[config.mk]
export PLATFORM = sky130hd
export DESIGN_NAME = tdr_div
export DESIGN_NICKNAME = d
export VERILOG_FILES = /design/src/sv/tdr_pkg.sv /design/src/sv/tdr_div.sv
export SDC_FILE = /design/constraint.sdc
export NUM_CORES = 1
export LEC_CHECK = 0
export CAP_MARGIN = 20
export CORE_AREA = 2 2 85 147
export DETAILED_ROUTE_END_ITERATION = 10
export DIE_AREA = 0 0 87 149
export DONT_BUFFER_PORTS = 1
export PLACE_DENSITY = 0.75
export SYNTH_ARGS = -nofsm -noshare
export SYNTH_HDL_FRONTEND = slang
export SYNTH_SLANG_ARGS = --single-unit
[constraint.sdc]
create_clock -name clk_i -period 2.7 [get_ports clk_i]
set_input_delay 0.675 -clock clk_i [delete_from_list [all_inputs] [get_ports clk_i]]
set_output_delay 0.675 -clock clk_i [all_outputs]
set_load 0.01 [all_outputs]
[src/sv/tdr_pkg.sv]
// ---------------------------------------------------------------------------
// Triangle depth rasterizer package
// Sizes, codes and shared types for the rasterizer and its units.
// ---------------------------------------------------------------------------
`default_nettype none

package tdr_pkg;

  localparam int MAX_WIDTH  = 1024;
  localparam int MAX_HEIGHT = 512;
  localparam int STORE_SIZE = MAX_WIDTH * MAX_HEIGHT;
  localparam int ADDR_W     = $clog2(STORE_SIZE);
  localparam int X_W        = $clog2(MAX_WIDTH);
  localparam int Y_W        = $clog2(MAX_HEIGHT);

  localparam int WIDTH_W    = 11;
  localparam int HEIGHT_W   = 10;
  localparam int CFG_IDX_W  = 1;
  localparam int CFG_DATA_W = 11;
  localparam int KIND_W     = 2;
  localparam int COORD_W    = 13;
  localparam int ZIN_W      = 16;
  localparam int COLOR_W    = 24;
  localparam int IDX_W      = 19;
  localparam int COUNT_W    = 20;

  localparam int DIFF_W     = 15;
  localparam int PROD_W     = 30;
  localparam int EDGE_W     = 31;
  localparam int ZPROD_W    = 47;
  localparam int NUM_W      = 49;
  localparam int QUO_W      = 17;
  localparam int DEN_W      = 30;
  localparam int DCNT_W     = $clog2(QUO_W);
  localparam int ZST_W      = 17;

  localparam logic [ZST_W-1:0] DEPTH_MAX = ZST_W'(65535);
  localparam int SHADE_BASE = 18;
  localparam int SHADE_SPAN = 18;
  localparam int BLUE_LIFT  = 8;

  typedef enum logic [KIND_W-1:0] {
    KIND_CLEAR = 2'd0,
    KIND_TRI   = 2'd1,
    KIND_READ  = 2'd2
  } kind_e;

  typedef enum logic [CFG_IDX_W-1:0] {
    REG_WIDTH  = 1'b0,
    REG_HEIGHT = 1'b1
  } cfg_reg_e;

  typedef enum logic [4:0] {
    ST_INIT, ST_IDLE,
    ST_CLR_DIV, ST_CLR_WAIT, ST_CLR_FILL,
    ST_TRI_AREA, ST_TRI_SETUP,
    ST_PX_EDGE, ST_PX_SUM, ST_PX_TEST, ST_PX_MUL, ST_PX_ADD, ST_PX_DIV, ST_PX_CMP,
    ST_RD_ISSUE, ST_RD_DATA,
    ST_DONE
  } state_e;

  // Divider handshake toward the sequencer.
  typedef struct packed {
    logic             done;
    logic [QUO_W-1:0] quo;
  } div_rsp_t;

endpackage

`default_nettype wire

[src/sv/tdr_div.sv]
// ---------------------------------------------------------------------------
// Iterative unsigned divider
// Restoring division, one quotient bit a cycle, for quotients below 2^QUO_W.
// ---------------------------------------------------------------------------
`default_nettype none

module tdr_div (
  input  wire logic                     clk_i,
  input  wire logic                     rst_ni,
  input  wire logic                     start_i,
  input  wire logic [tdr_pkg::NUM_W-1:0] num_i,
  input  wire logic [tdr_pkg::DEN_W-1:0] den_i,
  output tdr_pkg::div_rsp_t              rsp_o
);

  import tdr_pkg::*;

  logic [DEN_W-1:0]  rem_q, den_q;
  logic [QUO_W-1:0]  low_q, quo_q;
  logic [DCNT_W-1:0] cnt_q;
  logic              run_q, done_q;
  logic [DEN_W:0]    trial;
  logic              ge;

  assign trial = {rem_q, low_q[QUO_W-1]};
  assign ge    = trial >= {1'b0, den_q};

  always_ff @(posedge clk_i or negedge rst_ni) begin
    if (!rst_ni) begin
      run_q  <= 1'b0;
      done_q <= 1'b0;
      cnt_q  <= '0;
    end else begin
      done_q <= 1'b0;
      if (start_i) begin
        run_q <= 1'b1;
        cnt_q <= DCNT_W'(QUO_W - 1);
      end else if (run_q) begin
        cnt_q <= cnt_q - 1'b1;
        if (cnt_q == '0) begin
          run_q  <= 1'b0;
          done_q <= 1'b1;
        end
      end
    end
  end

  always_ff @(posedge clk_i) begin
    if (start_i) begin
      // quotient fits QUO_W bits, so the upper part is already below den
      rem_q <= DEN_W'(num_i >> QUO_W);
      low_q <= num_i[QUO_W-1:0];
      den_q <= den_i;
      quo_q <= '0;
    end else if (run_q) begin
      rem_q <= ge ? DEN_W'(trial - {1'b0, den_q}) : trial[DEN_W-1:0];
      low_q <= {low_q[QUO_W-2:0], 1'b0};
      quo_q <= {quo_q[QUO_W-2:0], ge};
    end
  end

  assign rsp_o.done = done_q;
  assign rsp_o.quo  = quo_q;

endmodule

`default_nettype wire

==> results.toml, run 1 <==
[clocking]
numClockSinks = 101
clock_latency_ps = 350
clock_path_buffers = 2
cts_buffers = 9
cts_tree = "yes"
cts_max_level = 3
clkTransAtPathRegs_ps = 80
ctsRootBufferMaster = "clkbuf_16"

[worst_setup_path]
rrSetupSlack_ps = -170
cpPeakStageDelay_ps = 490
r2r-start = "rem_q[3]"
r2r_end = "rem_q[28]"
cp_cell_sequence = "ha_4, nand2_2, a211oi_4, o2111a_2, a211oi_4, a211oi_4, nor3_4, buf_6, buf_6, or4_4, a21oi_2"
crit_buf_inv = 2
crit_path_start_kind = "flop"
cp_top_family = "compound AO/OA/AOI/OAI gates"
cp.arrival_ps = 3080
slowest_stage = "or4_4"
crit_path_frequent_cell = "a211oi_4"
required_ps = 2910
crit_type = "reg2reg"
rr_worst_depth = 11
cp_max_fo = 4
end_kind = "flop"

[die]
dieWidth_um = 87
die_h_um = 149
io_pins = 100
core_um2 = 11900
fp-row-count = 53
dieArea_um2 = 13000
start_util_pct = 50.4

[sta]
fin_crit_sh_pct = 106
layout_setup_ws_ps = -168
maxSlewViolCount = 0
period_minus_slack_ps = 2870
max_slew.worst_pin.slew_ps = 619
fmax_ghz = 0.349
fin_setup_tns_ps = -2560
finalSetupViolations = 28
fin_worst_skew_ps = 9.41
rsz0062_at_grt = "true"
hold_ws_ps = 11.4
final_hold_viol_count = 0
slew-limit-headroom_pct = 58.7

[finish]
multi_input_area_um2 = 3420
drive_gt1_share_pct = 38.1
final_cell_mix = "94 x buf_4, 77 x edfxtp_1, 53 x inv_1, 50 x nor2_1, 36 x a21oi_1"
regArea_um2 = 2830
area_delta_synth_final_pct = 33.8
n_fill_cell = 836
layout_commonest_cell = "buf_4"
design.final.nets = 800
diodes = 0

[synth]
yosysWarnings = 0
synth_area_um2 = 5990
synth_top_area_share_pct = 38.6
synth_edf_count = 77
ys.flop_type = "edfxtp_1"
synth.distinct_cells = 66
yosysTopAreaCell = "edfxtp_1"
avgSynthCellArea_um2 = 10.2
syn_inst = 587
synthesis.nets = 702
seq_area_frac_synth_pct = 47.2
synthTopCellsByArea = "edfxtp_1 39%, ha_1 6.7%, dfxtp_1 5.7%, mux2_2 4.7%, a21oi_1 4.7%"
async_flop_share_pct = 6.93
ys_ff_latch = 101

[place]
port_buffers = 0
hpwl_um = 9830
gp_congestion = 0.863

[routing]
drtIter0Drc = 293
vias = 4874
routedWlPerCell_um = 18.9
ant_nets = 0
drc = 0
wl_um = 15600
drtPass1Iterations = 4
viasPerCell = 5.89

[status]
violations = "negative setup slack"
outcome = "finished, violations left"

[global_route]
grt_pass1_vias = 5042
grt_max_degree = 127
overflow = 0
antenna_found_initial = 0
track_usage_pct = 22.8
grt_pass1_wl_um = 23000

[pwr]
power_density_nw_per_um2 = 1290
power.leakage_nw = 3.30
peakVddDrop_uv = 581
power_w = 0.0103

[run]
drv_cap = 0

[worst_hold_path]
hp-class = "in2async"
## kinds of logic after synthesis
kind of cell | synth area share [%]
AO/OA/AOI/OAI | 15.6
XOR/XNOR | 3.80
adder cells (fa/ha/maj) | 7.02
buffers and inverters | 6.06
flip-flops | 47.2
multiplexers | 7.71
AND/OR/NAND/NOR | 12.6
## registers in the layout, summed over array words and instances, names as in the netlist
name	count
low_q	17
rem_q	30
done_q	1
cnt_q	5
quo_q	17
run_q	1
den_q	30
## synthesized netlist by cell type, drive strengths merged (5+ instances only)
library cell,number
nand3,10
dfrtp,7
inv,58
clkbuf,16
dfxtp,17
mux2i,18
buf,12
mux2,25
xnor2,15
edfxtp,77
a21oi,57
o21ai,36
a21o,6
nor2,61
xor2,11
nand2,37
nor2b,5
a211oi,21
nand4,6
nor3,8
ha,32
## worst max-delay path by stage
stage,startpoint,end,slack (ps),depth (start not counted)
after floorplan,rem_q[1],rem_q[14],4,10
after global placement,rem_q[2],rem_q[28],-210,10
after global routing,low_q[16],rem_q[24],-230,10
final,rem_q[3],rem_q[28],-170,11
after detailed placement,rem_q[1],rem_q[27],-260,11
after CTS,rem_q[0],rem_q[28],-100,11
## power breakdown
group	switching, W	internal, W	leakage [nW]
logic	0.00315	0.00342	2.14
registers	0.000313	0.00217	1.01
clock network	0.000641	0.000656	0.144
## routing by layer
metal  vias up  track usage, %  part of all wire [%]
met5         -               0                     0
li1       2293               -                     -
met4         0            12.7                   5.0
met1      2354            22.8                    36
met3        63            5.04                   4.7
met2       164            41.9                    55
## layout make-up
class / count / share of cell area, %
Multi-Input combinational cell: 400 / 42.7
Sequential cell: 101 / 35.3
Timing Repair Buffer: 115 / 13.3
Clock buffer: 9 / 2.81
Inverter: 58 / 2.72
Tap cell: 137 / 2.14
Clock inverter: 7 / 0.968
## what timing repair did
item,CTS,global route
setup buffers,9,18
hold buffers,1,2
setup endpoints to repair,30,30
pin swaps,34,35
gates cloned,4,2
resized for setup,62,73
endpoints found under the hold margin,3,1
## through the flow
step | util (%) | cells | cell area (um2) | setup WS (ps)
detailed placement | 56.1 | 776 | 6660 | -259
floorplan | - | 587 | 5990 | 3.73
finish | 67.5 | 827 | 8010 | -168
global placement | 55.9 | 775 | 6640 | -209
CTS | 62.9 | 806 | 7470 | -103
global route | 67.5 | 827 | 8010 | -233
Power figures use the tool's default switching activity.
==> run 2: changes to the inputs <==
- SETUP_SLACK_MARGIN: unset -> 0.15
==> run 2 against run 1 <==
  * The flow still finishes with violations (negative setup slack)
  * First-iteration DRC count down 8.9%
  * Power up 0.12%
  * Fmax down 1.6%
  * Sequential share of layout area up 0.57 points
  * Die area unchanged
  * Routed wire length down 0.39%
  * Clock-buffer cell count unchanged
  * Critical path type unchanged
==> results.toml, run 2 (synthesis results as in run 1) <==
[global_route]
grt_max_degree = 127
grt_pass1_vias = 5072
overflow = 0
antenna_found_initial = 0
grt_pass1_wl_um = 23600
track_usage_pct = 23.4

[clocking]
ctsRootBufferMaster = "clkbuf_16"
clkTransAtPathRegs_ps = 80
cts_buffers = 9
numClockSinks = 101
clock_path_buffers = 2
cts_max_level = 3
clock_latency_ps = 350
cts_tree = "yes"

[sta]
layout_setup_ws_ps = -213
fin_worst_skew_ps = 10.7
maxSlewViolCount = 0
period_minus_slack_ps = 2910
final_hold_viol_count = 0
slew-limit-headroom_pct = 58.5
finalSetupViolations = 27
fin_crit_sh_pct = 108
max_slew.worst_pin.slew_ps = 622
fmax_ghz = 0.343
rsz0062_at_grt = "true"
fin_setup_tns_ps = -3120

[pwr]
peakVddDrop_uv = 589
power_density_nw_per_um2 = 1310
power.leakage_nw = 3.31

[worst_setup_path]
crit_type = "reg2reg"
crit_start = "low_q[16]"
end_kind = "flop"
crit_path_start_kind = "flop"
cp.arrival_ps = 3010
r2r-start = "low_q[16]"
required_ps = 2800
cp_max_fo = 5

[die]
core_um2 = 11900
fp-row-count = 53
start_util_pct = 50.4
io_pins = 100
dieArea_um2 = 13000
die_h_um = 149
dieWidth_um = 87

[finish]
layout_commonest_cell = "buf_4"
finalInstanceArea_um2 = 7880
final_cell_mix = "88 x buf_4, 77 x edfxtp_1, 57 x inv_1, 49 x nor2_1, 35 x a21oi_1"
diodes = 0
finish.utilization_pct = 66.4
drive_gt1_share_pct = 37.2
largestRegisters = "den_q x30, rem_q x30"
design.final.nets = 793
area_delta_synth_final_pct = 31.7

[routing]
drtPass1Iterations = 6
drc = 0
ant_nets = 0
routedWlPerCell_um = 19.0
wl_um = 15600
viasPerCell = 5.83
drtIter0Drc = 267
vias = 4784

[status]
violations = "negative setup slack"
outcome = "finished, violations left"

[place]
gp_congestion = 0.854
hpwl_um = 10200
port_buffers = 0
dpl_cell_area_um2 = 6700

[worst_hold_path]
hp-class = "in2async"

[run]
drv_cap = 0
## run 2: cell count changes in the layout (fill, tap and decap cells not counted), moves of 3 or more
cell	delta
o21ai_0	-5
inv_2	-4
o21ai_2	+7
nor2_4	+3
buf_4	-6
ha_1	+9
xnor2_1	-3
nand2_4	+3
ha_4	-11
inv_1	+4
## run 2: timing repair
action                                 in CTS  in global routing
endpoints found under the hold margin       0                  4
hold buffers                                0                  1
pin swaps                                  38                 27
setup endpoints to repair                  30                 31
gates resized for setup                    89                 45
setup buffers                              14                 10
gates cloned                                3                  1
## run 2: worst paths after layout
path,to,slack (ps),cells past startpoint
max,rem_q[22],-210,12
min,cnt_q[2],20,0
max reg2reg,rem_q[22],-210,12
min reg2reg,cnt_q[4],540,2
max in group asynchronous,cnt_q[4],1950,1
min in group clk_i,den_q[5],410,0
## run 2: layout make-up
cell class | count | area, um2
repair buffers | 108 | 1000
clock buffers | 9 | 225
fillers | 880 | 3990
well taps | 137 | 171
multi-input cells | 400 | 3360
flip-flops and latches | 101 | 2830
inverters | 58 | 218
clock inverters | 7 | 80.1
## run 2: stage by stage
stage / cells / setup slack [ps] / hold slack [ps] / power, W
5_1_grt: 820 / -300 / 1.02 / 0.0109
6_report: 820 / -213 / 17.6 / 0.0104
3_5_place_dp: 775 / -152 / 380 / 0.00700
3_3_place_gp: 774 / -128 / 380 / 0.00684
4_1_cts: 808 / -131 / 0.423 / 0.00954
2_1_floorplan: 587 / 106 / 379 / 0.00543
## run 2: report_power, final
group,switching [W],internal [W],total (W)
logic,0.00323,0.00336,0.00659
registers,0.000291,0.00217,0.00246
clock network,0.000649,0.000658,0.00131
## run 2: critical path, stage by stage (launching register included)
cell,delay [ps]
edfxtp_1,410
inv_1,80
ha_2,200
fa_2,240
nor2b_4,50
o31a_1,270
o32a_1,350
buf_4,160
a211oi_4,190
buf_6,160
o21ai_2,90
xnor2_2,140
a221o_1,320
## run 2: metal layers
metal  up-vias  track usage (%)  share of wire [%]
met3        44             5.15                4.8
met4         0             12.3                3.6
li1       2284                -                  -
met2       161             44.3                 57
met5         -                0                  0
met1      2295             22.8                 35
==> run 3: changes to the inputs <==
- SKIP_CTS_REPAIR_TIMING: unset -> 1
==> run 3 against run 2 <==
  * Fmax grew 0.61%
  * Via count shrank 2.2%
  * Clock power is essentially flat
  * Global-route usage fell by 2.4 points
  * Non-clock buffer count is 13 lower
  * The flow still finishes with violations (negative setup slack)
  * Setup slack gained 18 ps
  * Largest cell class unchanged
==> results.toml, run 3 (synthesis results as in run 1) <==
[routing]
ant_nets = 0
drtPass1Iterations = 5
routedWlPerCell_um = 18.5
vias = 4678
wl_um = 14900
drc = 0
viasPerCell = 5.80
drtIter0Drc = 250

[die]
io_pins = 100
start_util_pct = 50.4
core_um2 = 11900
dieWidth_um = 87
die_h_um = 149
fp-row-count = 53
dieArea_um2 = 13000

[worst_setup_path]
crit_type = "reg2reg"
required_ps = 2800
cp.arrival_ps = 2990
crit_buf_inv = 2
cp_top_family = "compound AO/OA/AOI/OAI gates"
crit_path_start_kind = "flop"
cp_cell_sequence = "inv_1, ha_2, fa_2, nor2b_4, o31a_1, o32a_1, a21oi_4, buf_4, o21bai_1, a21oi_1, xnor2_1, o21ai_1, mux2_2"
cpPeakStageDelay_ps = 410
slowest_stage = "o32a_1"
cp_max_fo = 3
end_kind = "flop"

[finish]
finalInstanceArea_um2 = 7640
final_cell_mix = "77 x edfxtp_1, 75 x buf_4, 56 x inv_1, 50 x nor2_1, 36 x a21oi_1"
finish.utilization_pct = 64.4
area_delta_synth_final_pct = 27.7
instances_no_fill = 807
drive_gt1_share_pct = 34.5
design.final.nets = 780
largestRegisters = "den_q x30, rem_q x30"
layout_commonest_cell = "edfxtp_1"
diodes = 0

[sta]
maxSlewViolCount = 0
layout_setup_ws_ps = -195
fmax_ghz = 0.345
period_minus_slack_ps = 2900
slew-limit-headroom_pct = 58.6
final_hold_viol_count = 0
max_slew.worst_pin.slew_ps = 621
fin_crit_sh_pct = 107
fin_worst_skew_ps = 11.2
finalSetupViolations = 29
rsz0062_at_grt = "true"

[pwr]
peakVddDrop_uv = 593
power.leakage_nw = 3.21
power_density_nw_per_um2 = 1280

[place]
port_buffers = 0
post-place-ws_ps = -152
hpwl_um = 10200
dp_cells = 775
gp_congestion = 0.854
dpl_cell_area_um2 = 6700

[status]
violations = "negative setup slack"
outcome = "finished, violations left"

[clocking]
clock_path_buffers = 2
cts_max_level = 3
cts_buffers = 9
clkTransAtPathRegs_ps = 80
numClockSinks = 101
cts_tree = "yes"
ctsRootBufferMaster = "clkbuf_16"
clock_latency_ps = 350

[global_route]
grt_pass1_wl_um = 21300
grt_pass1_vias = 4732
grt_max_degree = 127
track_usage_pct = 21.0
overflow = 0
antenna_found_initial = 0

[worst_hold_path]
hp-class = "in2async"

[run]
drv_cap = 0
-- run 3: path summary, 6_finish.rpt --
check	from	endpoint	slack [ps]	depth (start not counted)
min in group clk_i	den_i[6]	den_q[6]	420	0
hold reg to reg	cnt_q[4]	cnt_q[4]	540	2
setup / recovery	low_q[16]	rem_q[14]	-200	13
hold / removal	rst_ni	cnt_q[2]	20	0
setup reg to reg	low_q[16]	rem_q[14]	-200	13
max in group asynchronous	rst_ni	cnt_q[4]	1950	1
-- run 3: final cells by class --
| cell class | count | area (um2) |
|---|---|---|
| Sequential cell | 101 | 2830 |
| Timing Repair Buffer | 95 | 858 |
| Inverter | 58 | 218 |
| Multi-Input combinational cell | 400 | 3260 |
| Clock inverter | 7 | 80.1 |
| Tap cell | 137 | 171 |
| Fill cell | 907 | 4230 |
| Clock buffer | 9 | 225 |
-- run 3: stage by stage --
step	hold slack (ps)	power (W)	TNS (ps)
floorplan	379	0.00543	0
global placement	380	0.00684	-1770
detailed placement	380	0.00700	-3130
CTS	0.423	0.00833	-3930
global route	1.03	0.0104	-6210
finish	20.7	0.00981	-3090
-- run 3: per-layer routing --
metal  up-vias  GRT usage (%)  wire, um
met3        26           4.21       644
met4         0           8.28       352
met1      2269           21.5      5450
li1       2256              -         -
met5         -              0         0
met2       127           40.2      8460
-- run 3: where the power goes --
group	internal [W]	switching [W]	total, W
clock	0.000658	0.000644	0.00130
combinational	0.00302	0.00306	0.00608
sequential	0.00217	0.000264	0.00243
total	0.00584	0.00397	0.00981
