File: src/sv/tdr_ram.sv
// ---------------------------------------------------------------------------
// Generic single-port-write RAM
// One write and one registered read per cycle.
// ---------------------------------------------------------------------------
`default_nettype none

module tdr_ram #(
  parameter int DATA_W = 8,
  parameter int ADDR_W = 4
) (
  input  wire logic              clk_i,
  input  wire logic              we_i,
  input  wire logic [ADDR_W-1:0] waddr_i,
  input  wire logic [DATA_W-1:0] wdata_i,
  input  wire logic              re_i,
  input  wire logic [ADDR_W-1:0] raddr_i,
  output logic      [DATA_W-1:0] rdata_o
);

  logic [DATA_W-1:0] mem [2**ADDR_W];

  always_ff @(posedge clk_i) begin
    if (we_i) begin
      mem[waddr_i] <= wdata_i;
    end
    if (re_i) begin
      rdata_o <= mem[raddr_i];
    end
  end

endmodule

`default_nettype wire

File: config.mk
export PLATFORM = sky130hd
export DESIGN_NAME = tdr_ram
export DESIGN_NICKNAME = d
export VERILOG_FILES = /design/src/sv/tdr_ram.sv
export SDC_FILE = /design/constraint.sdc
export NUM_CORES = 1
export LEC_CHECK = 0
export BUFFER_PORTS_ARGS = -buffer_cell sky130_fd_sc_hd__buf_2
export CORE_AREA = 4 4 128 130
export CTS_CLUSTER_DIAMETER = 40
export DETAILED_ROUTE_END_ITERATION = 6
export DIE_AREA = 0 0 132 134
export GPL_ROUTABILITY_DRIVEN = 0
export PLACE_DENSITY = 0.52
export SLEW_MARGIN = 20
export SYNTH_ARGS = -nofsm -noshare
export SYNTH_HDL_FRONTEND = slang
export SYNTH_SLANG_ARGS = --single-unit
File: constraint.sdc
create_clock -name clk_i -period 3.6 [get_ports clk_i]
set_input_delay 0.18 -clock clk_i [delete_from_list [all_inputs] [get_ports clk_i]]
set_output_delay 0.18 -clock clk_i [all_outputs]
set_load 0.02 [all_outputs]
==> impl_metrics.tcl, run 1 <==
set metrics [dict create \
    hold_violations 0 \
    setup_violations 0 \
    grt_pass1_wl_um 15900 \
    ys_ff_latch 136 \
    endpoint_kind "register" \
    fin_crit_ns 1.79 \
    cts.sink_count 136 \
    grt-ovfl-total 0 \
    post_cts_resized 0 \
    cp_cell_sequence "buf_2 -> buf_4 -> mux4_1 -> a22oi_1 -> nand2_1" \
    rows 45 \
    synth_cell_types 18 \
    cts_hold_buf 0 \
    p_clk_share_pct 47.4 \
    slew_headroom_pct 25.1 \
    synth_top_area_share_pct 78.1 \
    crit_slowest_cell "mux4_1" \
    die-width_um 132 \
    criticalPathCategory "in2reg" \
    drtIter0Drc 137 \
    synth_cells 229 \
    clock_latency_ns 0.41 \
    ys_warn_count 0 \
    die_area_um2 17700 \
    yosysSeqAreaShare_pct 78.1 \
    hold_class "in2reg" \
    first_global_vias 2531 \
    tightest_slew_ns 1.12 \
    portBuffers 26 \
    cts_tree "done" \
    hold_depth 1 \
    wl_per_cell_um 22.3 \
    netlist_area_um2 5230 \
    ys_top_cells_by_area "edfxtp_1, mux4_2, mux4_1, a22oi_1, nor2_1" \
    ant_nets 0 \
    fin_nets 287 \
    status "completed" \
    p_comb_share_pct 4.5 \
    cts_made_buffers 17 \
    antenna_found_initial 1 \
    stdcell_area_um2 6160 \
    leakagePower_nw 2.02 \
    path_max_fanout 19 \
    p_per_area_nw_per_um2 605 \
    layout_worst_path_cycle_share_pct 49.7 \
    hold_ws_ns 0.153 \
    p_sw_uw 726 \
    r2r-end "rdata_o[6]$_DFFE_PP_" \
    fill_cells 1317 \
    finalMaxSlewViolations 0 \
    drive_above_1_share_pct 28.1 \
    ir_worst_vdd_v 0.000365 \
    coreArea_um2 15100 \
    io_pins 27 \
    dp_hpwl_um 6650 \
    required_ns 3.76 \
    hold_path_end "mem[13][6]$_DFFE_PP_" \
    setup_tns_ns 0 \
    rsz0062_at_grt "no" \
    intPower_mw 3.00 \
    seqPwrFrac_pct 48.2 \
    hp-start "wdata_i[6]" \
    area_growth_pct 17.8 \
    cts_root_buf "clkbuf_16" \
    critPathLaunchType "input pin" \
    r2r_start "mem[0][6]$_DFFE_PP_" \
    avgSynthCellArea_um2 22.8 \
    syn_nets 248 \
    placed_area_um2 5550 \
    regArea_um2 4080 \
    cap_violations 0 \
    finClkSkew_ns 0.0103 \
    initial_core_util_pct 34.5 \
    cts_max_path_buffers 2 \
    die_h_um 134 \
    vias 2340 \
    synth_top_cell_by_area "edfxtp_1" \
    drc 0 \
    cts_setup_buffers 0 \
    clock.fmax_mhz 559 \
    worstPathArrival_ns 1.94 \
    grt_max_degree 33 \
    h-tree-depth 4 \
    multi_input_area_um2 1070 \
    firstDrtPassIters 4 \
    worstRegToRegCells 3 \
    slowest_delay_ns 0.58 \
    routed_wl_um 10500 \
    reg2reg_slack_ns 2.06 \
    grt.total_usage_pct 12.7 \
    clk_pin_slew_ns 0.06 \
    vias_per_cell 4.98 \
    netSwitchingFraction_pct 19.5 \
]
[sequential cells by signal (all words and copies together), names as in the netlist]
signal and cells:
mem 128, rdata_o 8
[kinds of logic after synthesis]
group           share of synthesized area (%)
mux                                      14.8
buf+inv                                  1.65
flops                                    78.1
compound gates                           2.30
simple gates                             3.14
[how the worst max path moves through the flow]
stage | start | to | slack, ns | cells past startpoint
final | raddr_i[0] | rdata_o[0]$_DFFE_PP_ | 1.81 | 5
after global routing | raddr_i[0] | rdata_o[0]$_DFFE_PP_ | 1.65 | 5
after CTS | raddr_i[0] | rdata_o[0]$_DFFE_PP_ | 1.76 | 5
after detailed placement | raddr_i[0] | rdata_o[0]$_DFFE_PP_ | 1.30 | 5
after global placement | raddr_i[0] | rdata_o[0]$_DFFE_PP_ | 1.33 | 5
after floorplan | waddr_i[2] | mem[0][0]$_DFFE_PP_ | 1.93 | 2
[routing by layer]
| metal | wire length (µm) | GRT usage, % | share of wire, % |
|---|---|---|---|
| met5 | 0 | 0 | 0 |
| met4 | 136 | 4.26 | 1.3 |
| met3 | 535 | 4.84 | 5.1 |
| met2 | 4750 | 18.4 | 45 |
| met1 | 5060 | 17.8 | 48 |
[per-stage QoR]
stage	worst slack [ns]	util (%)	power, mW	instances
after floorplan	1.93	-	1.92	229
after detailed placement	1.30	36.6	2.00	437
after global placement	1.33	36.6	1.99	437
after global routing	1.65	40.7	3.86	469
final	1.81	40.7	3.72	470
after CTS	1.76	40.7	3.76	469
[worst max-delay path, delay by kind of cell]
family,cells,cell delay [ns]
buffers and inverters,2,0.82
multiplexers,1,0.58
AO/OA/AOI/OAI,1,0.27
AND/OR/NAND/NOR,1,0.08
[synthesized netlist by cell type]
cell type        count
edfxtp_1           136
mux4_2              18
a22oi_1             16
mux4_1              14
nor2_1              13
nand2_1              9
nor3_1               4
buf_2                3
buf_6                3
clkdlybuf4s25_2      3
nand2b_1             2
nand3b_1             2
and2_1               1
and2b_1              1
buf_4                1
nand3_1              1
nor2b_1              1
or3b_2               1
[layout make-up]
cell class / count / area share (%)
multi-input combinational: 83 / 17.3
tap: 188 / 3.82
clock inverter: 14 / 2.95
antenna: 1 / 0.0406
timing repair buffer: 30 / 2.60
clock buffer: 18 / 6.97
sequential: 136 / 66.3
[layout by cell type, fill, tap and decap left out, types with 4 or more instances in the layout]
cell type and instances:
edfxtp_1 136, nand2_1 9, mux4_2 18, buf_2 26, mux4_1 14, a22oi_1 16
buf_4 4, clkbuf_16 17, bufinv_16 4, nor2_1 13
[power groups by stage]
stage / clock network, mW / registers, mW / logic (mW)
2_1_floorplan: 0 / 1.83 / 0.0900
3_3_place_gp: 0 / 1.83 / 0.167
3_5_place_dp: 0 / 1.83 / 0.169
4_1_cts: 1.80 / 1.79 / 0.170
5_1_grt: 1.89 / 1.80 / 0.182
6_report: 1.76 / 1.79 / 0.166
(Power assumes the default switching activity.)
==> run 2, diff against run 1 <==
--- a/config.mk
+++ b/config.mk
@@ -5,11 +5,12 @@
 export SDC_FILE = /design/constraint.sdc
 export NUM_CORES = 1
 export LEC_CHECK = 0
+export ABC_AREA = 1
 export BUFFER_PORTS_ARGS = -buffer_cell sky130_fd_sc_hd__buf_2
-export CORE_AREA = 4 4 128 130
+export CORE_AREA = 4 4 135 137
 export CTS_CLUSTER_DIAMETER = 40
 export DETAILED_ROUTE_END_ITERATION = 6
-export DIE_AREA = 0 0 132 134
+export DIE_AREA = 0 0 139 141
 export GPL_ROUTABILITY_DRIVEN = 0
 export PLACE_DENSITY = 0.52
 export SLEW_MARGIN = 20
==> constraint.sdc (replaced) <==
create_clock -name clk_i -period 1.8 [get_ports clk_i]
set_input_delay 0.09 -clock clk_i [delete_from_list [all_inputs] [get_ports clk_i]]
set_output_delay 0.09 -clock clk_i [all_outputs]
set_load 0.02 [all_outputs]
==> impl_metrics.tcl, run 2 <==
set metrics [dict create \
    status "completed" \
    critPathLaunchType "register" \
    fin_crit_ns 1.14 \
    portBuffers 26 \
    netSwitchingFraction_pct 20.9 \
    finClkSkew_ns 0.00750 \
    fill_cells 1654 \
    synth_cell_types 11 \
    synth_commonest_cells "nand2_1, edfxtp_1, inv_1" \
    synth_top_cell_by_area "edfxtp_1" \
    cts.sink_count 136 \
    netlist_area_um2 5850 \
    dp_slack_ns 0.354 \
    worstRegToRegCells 6 \
    drive_above_1_share_pct 12.0 \
    diodes 0 \
    rsz0062_at_grt "no" \
    ys_top_cells_by_area "edfxtp_1, nand2_1, nand3_1, inv_1, buf_6" \
    tightest_slew_ns 0.655 \
    ys_warn_count 0 \
    leakagePower_nw 2.92 \
    synth_cells 551 \
    h-tree-depth 4 \
    hold_class "in2reg" \
    first_global_vias 3728 \
    p_per_area_nw_per_um2 1080 \
    ys_ff_latch 136 \
    cap_violations 0 \
    die_h_um 141 \
    cp.depth 6 \
    antenna_found_initial 0 \
    rows 48 \
    io_pins 27 \
    p_comb_share_pct 6.0 \
    setup_tns_ns 0 \
    synth-async-reset-ratio_pct 0 \
    clk_pin_slew_ns 0.06 \
    initial_core_util_pct 34.3 \
    routed_wl_um 13700 \
    firstDrtPassIters 5 \
    cpLargestDelayFamily "simple AND/OR/NAND/NOR gates" \
    synth_top_area_share_pct 69.8 \
    cts_made_buffers 17 \
    ys.flop_type "edfxtp_1" \
    die_area_um2 19600 \
    crit_slowest_cell "edfxtp_1" \
    regArea_um2 4080 \
    vias_per_cell 4.55 \
    wl_per_cell_um 16.4 \
    worstPathArrival_ns 1.31 \
    fin_nets 612 \
    grt_pass1_wl_um 21900 \
    area_growth_pct 16.8 \
    intPower_mw 5.83 \
    drtIter0Drc 374 \
    endpoint_kind "register" \
    cts_setup_buffers 0 \
    layout_worst_path_cycle_share_pct 63.5 \
    cp_cell_sequence "inv_1 -> nand2_1 -> nand3_1 -> nand3_1 -> nand3_1 -> nand2_1" \
    cts_root_buf "clkbuf_16" \
    die-width_um 139 \
    post-synth-top-count-cell "nand2_1" \
    grt.total_usage_pct 14.7 \
    drc 0 \
    seqPwrFrac_pct 48.7 \
    setup_violations 0 \
    coreArea_um2 17100 \
    multi_input_area_um2 1210 \
    layout_commonest_cell "nand2_1" \
    hold_violations 0 \
    avgSynthCellArea_um2 10.6 \
    layout_common_cells "nand2_1, edfxtp_1, inv_1" \
    cts_hold_buf 0 \
    p_sw_mw 1.54 \
    cts_max_path_buffers 2 \
    grt-ovfl-total 0 \
    setup_slack_ns 0.657 \
    largest-register "mem" \
    p_clk_share_pct 45.2 \
    finalMaxSlewViolations 0 \
    required_ns 1.97 \
    vias 3782 \
    clock.fmax_mhz 875 \
    hold_depth 1 \
    clock_latency_ns 0.41 \
    largest_reg_flops 128 \
    top_regs "mem (128), rdata_o (8)" \
    cp_common_cell "nand3_1" \
    path_max_fanout 1 \
    criticalPathCategory "reg2reg" \
    path_buf_inv 1 \
    ant_nets 0 \
    synth_edf_count 136 \
    syn_nets 570 \
    dp_hpwl_um 8870 \
    slowest_delay_ns 0.38 \
    ir_worst_vdd_v 0.000493 \
    slew_headroom_pct 56.1 \
    cts_tree "done" \
    post_cts_resized 0 \
    grt_max_degree 65 \
    yosysSeqAreaShare_pct 69.8 \
]
==> run 2: cell families (layout without fill, tap and decap cells) <==
| group | count (synthesis) | count (layout) | synth area share, % |
|---|---|---|---|
| simple gates | 289 | 289 | 20.8 |
| flops | 136 | 136 | 69.8 |
| buf+inv | 126 | 181 | 9.39 |
==> run 2: worst paths after layout <==
kind | start | endpoint | slack (ns)
max reg2reg | mem[0][1]$_DFFE_PP_ | rdata_o[1]$_DFFE_PP_ | 0.66
min reg2reg | mem[13][1]$_DFFE_PP_ | rdata_o[1]$_DFFE_PP_ | 0.76
min | re_i | rdata_o[7]$_DFFE_PP_ | 0.04
max | mem[0][1]$_DFFE_PP_ | rdata_o[1]$_DFFE_PP_ | 0.66
==> run 2: metal layers <==
metal / global-route usage [%] / share of wire, % / wire length (µm) / vias to the layer above
met4: 6.08 / 1.6 / 220 / 0
li1: - / - / - / 1867
met3: 2.58 / 3.3 / 455 / 13
met2: 22.8 / 46 / 6240 / 75
met5: 0 / 0 / 0 / -
met1: 20.7 / 49 / 6740 / 1827
==> run 2: power by group through the flow <==
stage	combinational [mW]	clock, mW	sequential (mW)
final	0.445	3.34	3.59
after floorplan	0.250	0	3.67
after global placement	0.447	0	3.66
after global routing	0.499	3.55	3.60
after detailed placement	0.449	0	3.66
after CTS	0.451	3.40	3.60
==> run 2: cell type report <==
class                      count  share of cell area [%]
sequential                   136                    59.8
multi-input combinational    289                    17.8
clock buffer                  19                    6.34
inverter                     102                    5.61
timing repair buffer          47                    4.40
tap                          225                    4.12
clock inverter                13                    1.98
==> run 2: through the flow <==
step | instances | utilization (%) | cell area, µm² | power, mW | hold WS [ns]
after floorplan | 551 | - | 5850 | 3.92 | 0.189
after global placement | 799 | 36.7 | 6260 | 4.11 | 0.460
after detailed placement | 799 | 36.7 | 6260 | 4.11 | 0.462
after CTS | 831 | 40.0 | 6830 | 7.45 | 0.0258
after global routing | 831 | 40.0 | 6830 | 7.65 | 0.0295
final | 831 | 40.0 | 6830 | 7.38 | 0.0438
==> run 2: worst reg2reg max path, cell delays in order (launching register included) <==
cell	delay (ns)
edfxtp_1	0.38
inv_1	0.07
nand2_1	0.06
nand3_1	0.10
nand3_1	0.10
nand3_1	0.14
nand2_1	0.07
==> run 3, diff against run 2 <==
--- a/config.mk
+++ b/config.mk
@@ -12,7 +12,7 @@
 export DETAILED_ROUTE_END_ITERATION = 6
 export DIE_AREA = 0 0 139 141
 export GPL_ROUTABILITY_DRIVEN = 0
-export PLACE_DENSITY = 0.52
+export PLACE_DENSITY = 0.53
 export SLEW_MARGIN = 20
 export SYNTH_ARGS = -nofsm -noshare
 export SYNTH_HDL_FRONTEND = slang
==> constraint.sdc (replaced) <==
create_clock -name clk_i -period 0.95 [get_ports clk_i]
set_input_delay 0.0475 -clock clk_i [delete_from_list [all_inputs] [get_ports clk_i]]
set_output_delay 0.0475 -clock clk_i [all_outputs]
set_load 0.02 [all_outputs]
==> impl_metrics.tcl, run 3 (synthesis results as in run 2) <==
set metrics [dict create \
    initial_core_util_pct 34.3 \
    ant_nets 0 \
    portBuffers 26 \
    crit_slowest_cell "edfxtp_1" \
    grt.total_usage_pct 14.5 \
    slew_headroom_pct 71.0 \
    layout_commonest_cell "nand2_1" \
    layout_worst_path_cycle_share_pct 115 \
    rsz0062_at_grt "yes" \
    p_sw_mw 3.10 \
    finalMaxSlewViolations 0 \
    cts.sink_count 136 \
    worstPathArrival_ns 1.26 \
    wl_per_cell_um 16.3 \
    slowest_delay_ns 0.38 \
    p_comb_share_pct 6.9 \
    routed_wl_um 13700 \
    hold_violations 0 \
    die_area_um2 19600 \
    vias 3867 \
    clock.fmax_mhz 918 \
    area_growth_pct 25.5 \
    io_pins 27 \
    cts_made_buffers 17 \
    intPower_mw 11.7 \
    p_per_area_nw_per_um2 2020 \
    cp_cell_sequence "inv_1 -> nand2_1 -> nand3_2 -> nand3_2 -> nand3_2 -> nand2_1" \
    grt_max_degree 55 \
    ir_worst_vdd_v 0.00132 \
    p_clk_share_pct 47.3 \
    path_max_fanout 1 \
    setup_slack_ns -0.139 \
    largest-register "mem" \
    drc 0 \
    cts_setup_buffers 0 \
    fill_cells 1608 \
    largest_reg_flops 128 \
    die-width_um 139 \
    endpoint_kind "register" \
    coreArea_um2 17100 \
    dp_hpwl_um 8800 \
    diodes 0 \
    criticalPathCategory "reg2reg" \
    leakagePower_nw 3.13 \
    cts_max_path_buffers 2 \
    die_h_um 141 \
    clk_pin_slew_ns 0.06 \
    clock_latency_ns 0.41 \
    h-tree-depth 4 \
    cts_root_buf "clkbuf_16" \
    cpLargestDelayFamily "simple AND/OR/NAND/NOR gates" \
    path_buf_inv 1 \
    layout_common_cells "nand2_1, edfxtp_1, inv_1" \
    grt-ovfl-total 0 \
    vias_per_cell 4.58 \
    tightest_slew_ns 0.434 \
    drive_above_1_share_pct 21.8 \
    finalPower_mw 14.8 \
    violations "setup timing" \
    seqPwrFrac_pct 45.8 \
    status "finished, violations left" \
    rows 48 \
    stdcell_area_um2 7340 \
    fin_crit_ns 1.09 \
    hold_class "in2reg" \
    antenna_found_initial 0 \
    cap_violations 0 \
    fin_nets 625 \
    placed_area_um2 6440 \
    netSwitchingFraction_pct 20.9 \
    first_global_vias 3856 \
    drtIter0Drc 287 \
    critPathLaunchType "register" \
    finClkSkew_ns 0.00766 \
    required_ns 1.12 \
    grt_pass1_wl_um 21500 \
    cp_common_cell "nand3_2" \
    cts_tree "done" \
    top_regs "mem (128), rdata_o (8)" \
    firstDrtPassIters 4 \
    setup_violations 16 \
]
run 3: cell type report:
type,count,area (µm²),share of cell area [%]
Multi-Input combinational cell,289,1420,19.4
Timing Repair Buffer,60,532,7.25
Sequential cell,136,4080,55.7
Tap cell,225,282,3.84
Clock buffer,18,429,5.85
Clock inverter,14,205,2.80
Inverter,102,383,5.22
run 3: worst register-to-register path, stage by stage (launching register included):
cell,delay (ns)
edfxtp_1,0.38
inv_1,0.09
nand2_1,0.07
nand3_2,0.08
nand3_2,0.07
nand3_2,0.10
nand2_1,0.06
run 3: final timing paths:
path,start,to,cells after the start,slack [ns]
hold reg to reg,mem[12][1]$_DFFE_PP_,rdata_o[1]$_DFFE_PP_,6,0.73
setup reg to reg,mem[0][5]$_DFFE_PP_,rdata_o[5]$_DFFE_PP_,6,-0.14
setup / recovery,mem[0][5]$_DFFE_PP_,rdata_o[5]$_DFFE_PP_,6,-0.14
hold / removal,raddr_i[3],rdata_o[4]$_DFFE_PP_,3,0.03
run 3: metal layers:
layer	track usage [%]	up-vias	part of all wire [%]
li1	-	1891	-
met1	18.8	1884	46
met2	23.8	74	49
met3	2.95	18	3.8
met4	6.18	0	2.0
met5	0	-	0
run 3: what timing repair did:
| item | CTS | global route |
|---|---|---|
| endpoints found under the setup margin | 16 | 16 |
| hold buffers | 1 | 0 |
| resized for setup | 32 | 26 |
| hold endpoints to repair | 8 | 0 |
| gates cloned | 0 | 0 |
| pin swaps | 32 | 15 |
run 3: power groups by stage:
| stage | clock [mW] | combinational, mW | sequential, mW |
|---|---|---|---|
| 2_1_floorplan | 0 | 0.475 | 6.95 |
| 3_3_place_gp | 0 | 0.906 | 6.92 |
| 3_5_place_dp | 0 | 0.921 | 6.92 |
| 4_1_cts | 7.13 | 0.988 | 6.81 |
| 5_1_grt | 7.42 | 1.13 | 6.81 |
| 6_report | 7.02 | 1.02 | 6.81 |
run 3: through the flow:
step | setup TNS [ns] | cells | setup WS (ns) | hold slack (ns) | util [%]
finish | -1.35 | 844 | -0.139 | 0.0251 | 43.0
detailed placement | -10.73 | 811 | -0.365 | 0.426 | 37.8
floorplan | -4.00 | 551 | -0.0483 | 0.146 | -
global placement | -8.05 | 811 | -0.370 | 0.424 | 37.8
CTS | -1.54 | 844 | -0.136 | 0.00232 | 42.4
global route | -2.16 | 844 | -0.210 | 0.0314 | 43.0
